File: src/rtl/oafr_pkg.sv
// Shared types and constants for the overlapped audio frame ring.
`timescale 1ns / 1ps
`default_nettype none
package oafr_pkg;

	localparam int SAMPLE_W = 16;
	localparam int CFG_W    = 13;
	localparam int LEVEL_W  = 13;
	localparam int TOTAL_W  = 32;
	localparam int CIDX_W   = 2;
	localparam int CDATA_W  = 16;

	localparam logic [CFG_W-1:0] FRAME_SIZE_RST  = 13'd400;
	localparam logic [CFG_W-1:0] FRAME_SHIFT_RST = 13'd160;

	typedef enum logic [1:0] {
		MODE_WRITE = 2'd0,
		MODE_READ  = 2'd1,
		MODE_FLUSH = 2'd2,
		MODE_CLEAR = 2'd3
	} mode_t;

	typedef enum logic [1:0] {
		STAT_OK      = 2'd0,
		STAT_OVERRUN = 2'd1,
		STAT_PAD     = 2'd2
	} stat_t;

	typedef enum logic [1:0] {
		REG_FRAME_SIZE   = 2'd0,
		REG_FRAME_SHIFT  = 2'd1,
		REG_SILENCE_FILL = 2'd2,
		REG_PAD_VALUE    = 2'd3
	} reg_idx_t;

	typedef enum logic [1:0] {
		S_INIT,
		S_IDLE,
		S_CLEAR,
		S_EMIT
	} state_t;

	// Controller to datapath
	typedef struct packed {
		logic capture;
		logic sweep_load;
		logic sweep_step;
		logic commit;
	} dp_cmd_t;

	// Datapath to controller
	typedef struct packed {
		logic sweep_done;
		logic out_free;
	} dp_sts_t;

endpackage
`default_nettype wire

File: src/rtl/oafr_ctrl.sv
// Controller: sequences reset sweep, clear sweep, capture and commit.
`timescale 1ns / 1ps
`default_nettype none
module oafr_ctrl (
	input  wire logic               clk,
	input  wire logic               arst_n,
	input  wire logic               item_valid,
	input  wire logic [1:0]         item_mode,
	output logic                    item_ready,
	input  wire oafr_pkg::dp_sts_t  sts,
	output oafr_pkg::dp_cmd_t       cmd
);
	import oafr_pkg::*;

	state_t state_q, state_nxt;
	logic   accept;

	assign accept = (state_q == S_IDLE) && item_valid;

	// State register
	always_ff @(posedge clk or negedge arst_n) begin
		if (!arst_n) begin
			state_q <= S_INIT;
		end else begin
			state_q <= state_nxt;
		end
	end

	// Next state
	always_comb begin
		state_nxt = state_q;
		unique case (state_q)
			S_INIT: begin
				if (sts.sweep_done) state_nxt = S_IDLE;
			end
			S_IDLE: begin
				if (item_valid) begin
					state_nxt = (mode_t'(item_mode) == MODE_CLEAR) ? S_CLEAR : S_EMIT;
				end
			end
			S_CLEAR: begin
				if (sts.sweep_done) state_nxt = S_EMIT;
			end
			S_EMIT: begin
				if (sts.out_free) state_nxt = S_IDLE;
			end
		endcase
	end

	// Outputs
	always_comb begin
		item_ready     = (state_q == S_IDLE);
		cmd.capture    = accept;
		cmd.sweep_load = accept && (mode_t'(item_mode) == MODE_CLEAR);
		cmd.sweep_step = (state_q == S_INIT) || (state_q == S_CLEAR);
		cmd.commit     = (state_q == S_EMIT) && sts.out_free;
	end

`ifndef SYNTHESIS
	a_emit_hold: assert property (@(posedge clk) disable iff (!arst_n)
		(state_q == S_EMIT && !sts.out_free) |=> (state_q == S_EMIT))
		else $error("result dropped while output stalled");

	a_clear_to_emit: assert property (@(posedge clk) disable iff (!arst_n)
		(state_q == S_CLEAR && sts.sweep_done) |=> (state_q == S_EMIT))
		else $error("clear sweep did not end in a result");
`endif
endmodule
`default_nettype wire

File: config.mk
export PLATFORM = sky130hd
export DESIGN_NAME = oafr_ctrl
export DESIGN_NICKNAME = d
export VERILOG_FILES = /design/src/rtl/oafr_pkg.sv /design/src/rtl/oafr_ctrl.sv
export SDC_FILE = /design/constraint.sdc
export NUM_CORES = 1
export LEC_CHECK = 0
export ABC_AREA = 1
export BUFFER_PORTS_ARGS = -buffer_cell sky130_fd_sc_hd__buf_4
export CAP_MARGIN = 20
export CORE_AREA = 2 2 39 41
export DETAILED_ROUTE_END_ITERATION = 12
export DIE_AREA = 0 0 41 43
export GPL_TIMING_DRIVEN = 0
export HOLD_SLACK_MARGIN = 0.03
export PLACE_DENSITY_LB_ADDON = 0.08
export SLEW_MARGIN = 20
export SYNTH_ARGS = -nofsm -noshare
export SYNTH_HDL_FRONTEND = slang
export SYNTH_SLANG_ARGS = --single-unit
File: constraint.sdc
create_clock -name clk -period 2.2 [get_ports clk]
set_input_delay 0.33 -clock clk [delete_from_list [all_inputs] [get_ports clk]]
set_output_delay 0.33 -clock clk [all_outputs]
set_load 0.02 [all_outputs]
==> flow_metrics.tcl, run 1 <==
set metrics [dict create \
    insertedDiodeCount 0 \
    synth_xor_area_share_pct 0 \
    switchingPower_uw 231.3 \
    ant_nets 0 \
    drc 0 \
    synth.distinct_cells 11 \
    switching_share_pct 46.26 \
    slew_viol_final 0 \
    synth_top_family_by_area "simple AND/OR/NAND/NOR gates" \
    row_count 14 \
    start_kind "register" \
    cts_tree "yes" \
    ys_ff_latch 2 \
    status "finished, final reports clean" \
    synth.avg_cell_area_um2 6.519 \
    period_share_pct 77.96 \
    die_h_um 43 \
    intPower_uw 268.7 \
    leakagePower_uw 0.0002446 \
    finalPower_uw 500.0 \
    max_freq_mhz 583.0 \
    syn-cell-area_um2 247.7 \
    vias 260 \
    muxShareOfSynthArea_pct 0 \
    reg2reg_to "state_q[0]" \
    seqPwrFrac_pct 16.8 \
    core_um2 1384 \
    viasPerCell 3.768 \
    detail_route.iter0.violations 0 \
    ir_drop_v 0.0005375 \
    synth-compound-area-share_pct 2.020 \
    criticalPathCategory "register to output port" \
    hold_class "primary input to asynchronous set/reset pin" \
    cp.arrival_ns 1.39 \
    grt_use_met1_pct 8.307 \
    hpwl_um 438.1 \
    antenna_found_initial 0 \
    grt.overflow.total 0 \
    cts_setup_buffers 0 \
    final_common_cell "nand2_1" \
    required_ns 1.87 \
    regMostFlops "state_q" \
    crit_chain "inv_1, ha_1, or2_2, buf_4" \
    crit_path_end_kind "output port" \
    met2_usage_pct 10.31 \
    initial_core_util_pct 17.90 \
    drt-pass1-iter-count 1 \
    synthSimpleGateAreaFrac_pct 37.37 \
    power_frac_comb_pct 67.4 \
    fin_setup_tns_ns 0 \
    first_global_vias 241 \
    die_area_um2 1763 \
    grt_use_met3_pct 4.712 \
    worstMarginPinSlew_ns 0.1717 \
    cp_top_family "flip-flops" \
    clockBufferDepth 2 \
    grtUsageTotal_pct 7.415 \
    portBuffers 11 \
    r2r-start "state_q[0]" \
    setup_viol 0 \
    p_per_area_nw_per_um2 1306 \
    wl_per_cell_um 7.362 \
    num_io_pins 12 \
    grt_pass1_wl_um 869 \
    grt_max_degree 6 \
    path_buf_inv 2 \
    rr_worst_depth 6 \
    hold_viol_final 0 \
    fin_worst_skew_ns 0.003445 \
    rsz0062_at_grt "false" \
    synthAdderAreaFrac_pct 25.25 \
    yosysSeqAreaShare_pct 20.20 \
    slowest_stage "dfrtp_1" \
    critPathMaxStageDelay_ns 0.42 \
    reg.largest.list "state_q (2)" \
    ys_warn_count 0 \
    drive_above_1_share_pct 35.85 \
    numCtsBuffers 3 \
    crit_fanout 5 \
    r2r_slack_ns 0.98 \
    clockPowerShare_pct 15.8 \
    largest_register_ffs 2 \
    clkTransAtPathRegs_ns 0.03 \
    h-tree-depth 1 \
    gp_routability_congestion 0.7611 \
    dieWidth_um 41 \
    nNetsFinal 67 \
    max_cap_violations 0 \
    root_buffer "clkbuf_4" \
    insertion_delay_ns 0.22 \
    syn_to_final_growth_pct 54.55 \
    syn_inst 38 \
    maxSlewHeadroom_pct 88.43 \
    grt-busiest-layer "met2" \
    syn_nets 50 \
    clkSinkCount 2 \
    wl_um 508 \
    layout_common_cells "nand2_1, buf_4, inv_1" \
    period_minus_slack_ns 1.715 \
]
-- cell families (layout without fill, tap and decap cells) --
kind of cell / count (synthesis) / in the layout
and+or+nand+nor: 21 / 21
AOI/OAI and AO/OA: 1 / 1
adders and majority gates: 5 / 5
buffers and inverters: 9 / 24
DFF: 2 / 2
-- metal layers --
| metal | routed length (um) | vias to the layer above |
|---|---|---|
| li1 | - | 139 |
| met1 | 232 | 113 |
| met2 | 238 | 8 |
| met3 | 38 | 0 |
| met4 | 0 | 0 |
| met5 | 0 | - |
-- timing repair --
item,in CTS,in global routing
hold buffers,1,0
gates resized for setup,0,0
hold endpoints to repair,2,0
-- final cells by class --
cell class,count,area [um^2]
multi-input combinational,27,160.2
buffer,1,7.507
fill,165,1001
sequential,2,50.05
clock buffer,3,22.52
timing repair buffer,12,92.59
inverter,8,30.03
tap,16,20.02
-- worst max path at each step --
stage | cells after the start | slack [ns] | to | startpoint
floorplan | 4 | 0.67 | cmd[2] | state_q[1]
global route | 6 | 0.41 | cmd[3] | state_q[1]
global placement | 4 | 0.71 | cmd[1] | state_q[1]
detailed placement | 4 | 0.72 | cmd[1] | state_q[0]
finish | 4 | 0.48 | cmd[1] | state_q[1]
CTS | 4 | 0.48 | cmd[1] | state_q[0]
-- synth_stat cells --
library cell | count | area (um^2)
buf_4 | 1 | 7.510
dfrtp_1 | 2 | 50.05
ha_1 | 5 | 62.56
inv_1 | 8 | 30.03
nand2_1 | 15 | 56.30
nand2_2 | 2 | 12.51
nand3b_1 | 1 | 7.510
nor2_1 | 1 | 3.750
nor2_2 | 1 | 6.260
o21ai_0 | 1 | 5.000
or2_2 | 1 | 6.260
-- metrics by stage --
stage / utilization, % / std cells / hold WS (ns) / setup WS [ns] / cell area [um^2]
2_1_floorplan: - / 38 / 0.03441 / 0.6736 / 247.7
3_3_place_gp: 25.32 / 65 / 0.1117 / 0.7103 / 350.3
3_5_place_dp: 25.32 / 65 / 0.1136 / 0.7173 / 350.3
4_1_cts: 27.67 / 69 / 0.4284 / 0.4847 / 382.9
5_1_grt: 27.67 / 69 / 0.4493 / 0.4088 / 382.9
6_report: 27.67 / 69 / 0.4276 / 0.4848 / 382.9
-- power by group through the flow --
stage | registers, uW | logic [uW] | clock network [uW]
after floorplan | 76.8 | 245 | 0
after global placement | 86.1 | 338 | 0
after detailed placement | 84.1 | 342 | 0
after CTS | 83.8 | 345 | 81.5
after global routing | 88.4 | 390 | 87.4
final | 83.8 | 337 | 79.1
(Power assumes the default switching activity.)
==> inputs of run 2 (changes only) <==
==> constraint.sdc (replaced) <==
create_clock -name clk -period 1.6 [get_ports clk]
set_input_delay 0.24 -clock clk [delete_from_list [all_inputs] [get_ports clk]]
set_output_delay 0.24 -clock clk [all_outputs]
set_load 0.02 [all_outputs]
==> flow_metrics.tcl, run 2 (same netlist as run 1, synthesis figures left out) <==
set metrics [dict create \
    status "finished, final reports clean" \
    detail_route.iter0.violations 0 \
    nNetsFinal 71 \
    ant_nets 0 \
    wl_um 557 \
    criticalPathCategory "register to output port" \
    worstMarginPinSlew_ns 0.1575 \
    switching_share_pct 42.92 \
    crit_chain "buf_6, ha_1, or2_2, buf_6" \
    period_share_pct 97.33 \
    leakagePower_uw 0.0002622 \
    die_area_um2 1763 \
    die_h_um 43 \
    max_cap_violations 0 \
    root_buffer "clkbuf_4" \
    clockPowerShare_pct 13.5 \
    power_frac_comb_pct 72.9 \
    max_freq_mhz 642.2 \
    maxSlewHeadroom_pct 89.39 \
    cts_tree "yes" \
    numCtsBuffers 3 \
    syn_to_final_growth_pct 71.72 \
    layout_common_cells "nand2_1, buf_4, inv_1" \
    slew_viol_final 0 \
    intPower_uw 456.0 \
    core_um2 1384 \
    clockBufferDepth 2 \
    largest_register_ffs 2 \
    vias 275 \
    setup_viol 0 \
    grtUsageTotal_pct 7.924 \
    num_io_pins 12 \
    fin_setup_tns_ns 0 \
    clkTransAtPathRegs_ns 0.03 \
    hold_viol_final 0 \
    grt_max_degree 5 \
    period_minus_slack_ns 1.557 \
    crit_fanout 3 \
    fin_worst_skew_ns 0.002539 \
    critPathMaxStageDelay_ns 0.40 \
    grt.overflow.total 0 \
    wl_per_cell_um 7.630 \
    h-tree-depth 1 \
    hold_class "primary input to asynchronous set/reset pin" \
    hpwl_um 438.1 \
    insertion_delay_ns 0.22 \
    grt_pass1_wl_um 931 \
    initial_core_util_pct 17.90 \
    dieWidth_um 41 \
    final_core_util_pct 30.74 \
    insertedDiodeCount 0 \
    required_ns 1.36 \
    crit_path_end_kind "output port" \
    setup_ws_ns 0.04280 \
    crit_top_cell "buf_6" \
    switchingPower_uw 342.9 \
    gp_routability_congestion 0.7611 \
    p_per_area_nw_per_um2 1878 \
    clkSinkCount 2 \
    portBuffers 11 \
    finalPower_uw 798.9 \
    ir_drop_v 0.0008055 \
    seqPwrFrac_pct 13.6 \
    row_count 14 \
    slowest_stage "dfrtp_1" \
    start_kind "register" \
    drive_above_1_share_pct 45.61 \
    drt-pass1-iter-count 1 \
    antenna_found_initial 0 \
    drc 0 \
    first_global_vias 251 \
    final_common_cell "nand2_1" \
    cp.arrival_ns 1.32 \
    regMostFlops "state_q" \
    reg.largest.list "state_q (2)" \
    dp_slack_ns 0.2073 \
    viasPerCell 3.767 \
]
-- run 2: cell count changes in the layout (fill, tap and decap cells not counted), sizes merged --
cell	previous run	this run
buf	12	16
-- run 2: per-stage QoR --
stage / hold WS [ns] / instances / instance area, um^2
3_5_place_dp: 0.02358 / 65 / 350.3
6_report: 0.3399 / 73 / 425.4
5_1_grt: 0.3601 / 73 / 425.4
3_3_place_gp: 0.02173 / 65 / 350.3
4_1_cts: 0.3384 / 72 / 405.4
2_1_floorplan: -0.05559 / 38 / 247.7
-- run 2: timing repair --
| action | 4_1_cts | 5_1_grt |
|---|---|---|
| endpoints found under the hold margin | 2 | 0 |
| hold buffers | 1 | 0 |
| endpoints found under the setup margin | 1 | 3 |
| gates resized for setup | 0 | 5 |
| setup buffers | 3 | 1 |
-- run 2: layout make-up --
cell class | count | area [um^2]
timing repair buffer | 16 | 130.1
tap | 16 | 20.02
clock buffer | 3 | 22.52
multi-input combinational | 27 | 165.2
fill | 163 | 958.4
buffer | 1 | 7.507
sequential | 2 | 50.05
inverter | 8 | 30.03
-- run 2: power groups by stage --
| stage | Clock [uW] | Sequential [uW] | Combinational, uW |
|---|---|---|---|
| detailed placement | 0 | 116 | 470 |
| global placement | 0 | 118 | 465 |
| CTS | 112 | 106 | 536 |
| floorplan | 0 | 106 | 337 |
| global route | 120 | 114 | 668 |
| finish | 108 | 109 | 582 |
-- run 2: critical path, delay by kind of cell (launching register included) --
| kind | cells | cell delay, ns |
|---|---|---|
| adder cells (fa/ha/maj) | 1 | 0.16 |
| buffers and inverters | 2 | 0.26 |
| flip-flops | 1 | 0.40 |
| AND/OR/NAND/NOR | 1 | 0.27 |
-- run 2: path summary, 6_finish.rpt --
check | from | endpoint | slack, ns | cells after the start
max in group asynchronous | arst_n | state_q[0] | 1.17 | 2
hold / removal | arst_n | state_q[1] | 0.34 | 2
setup reg to reg | state_q[1] | state_q[0] | 0.26 | 7
hold reg to reg | state_q[0] | state_q[0] | 0.65 | 3
min in group clk | sts[1] | state_q[1] | 0.43 | 6
setup / recovery | state_q[1] | cmd[1] | 0.04 | 4
-- run 2: layer usage --
metal | wire length (um) | share of wire, % | up-vias | track usage (%)
li1 | - | - | 147 | -
met3 | 38 | 6.8 | 0 | 4.712
met5 | 0 | 0 | - | 0
met2 | 264 | 47 | 8 | 11.25
met4 | 0 | 0 | 0 | 4.000
met1 | 254 | 46 | 120 | 8.974
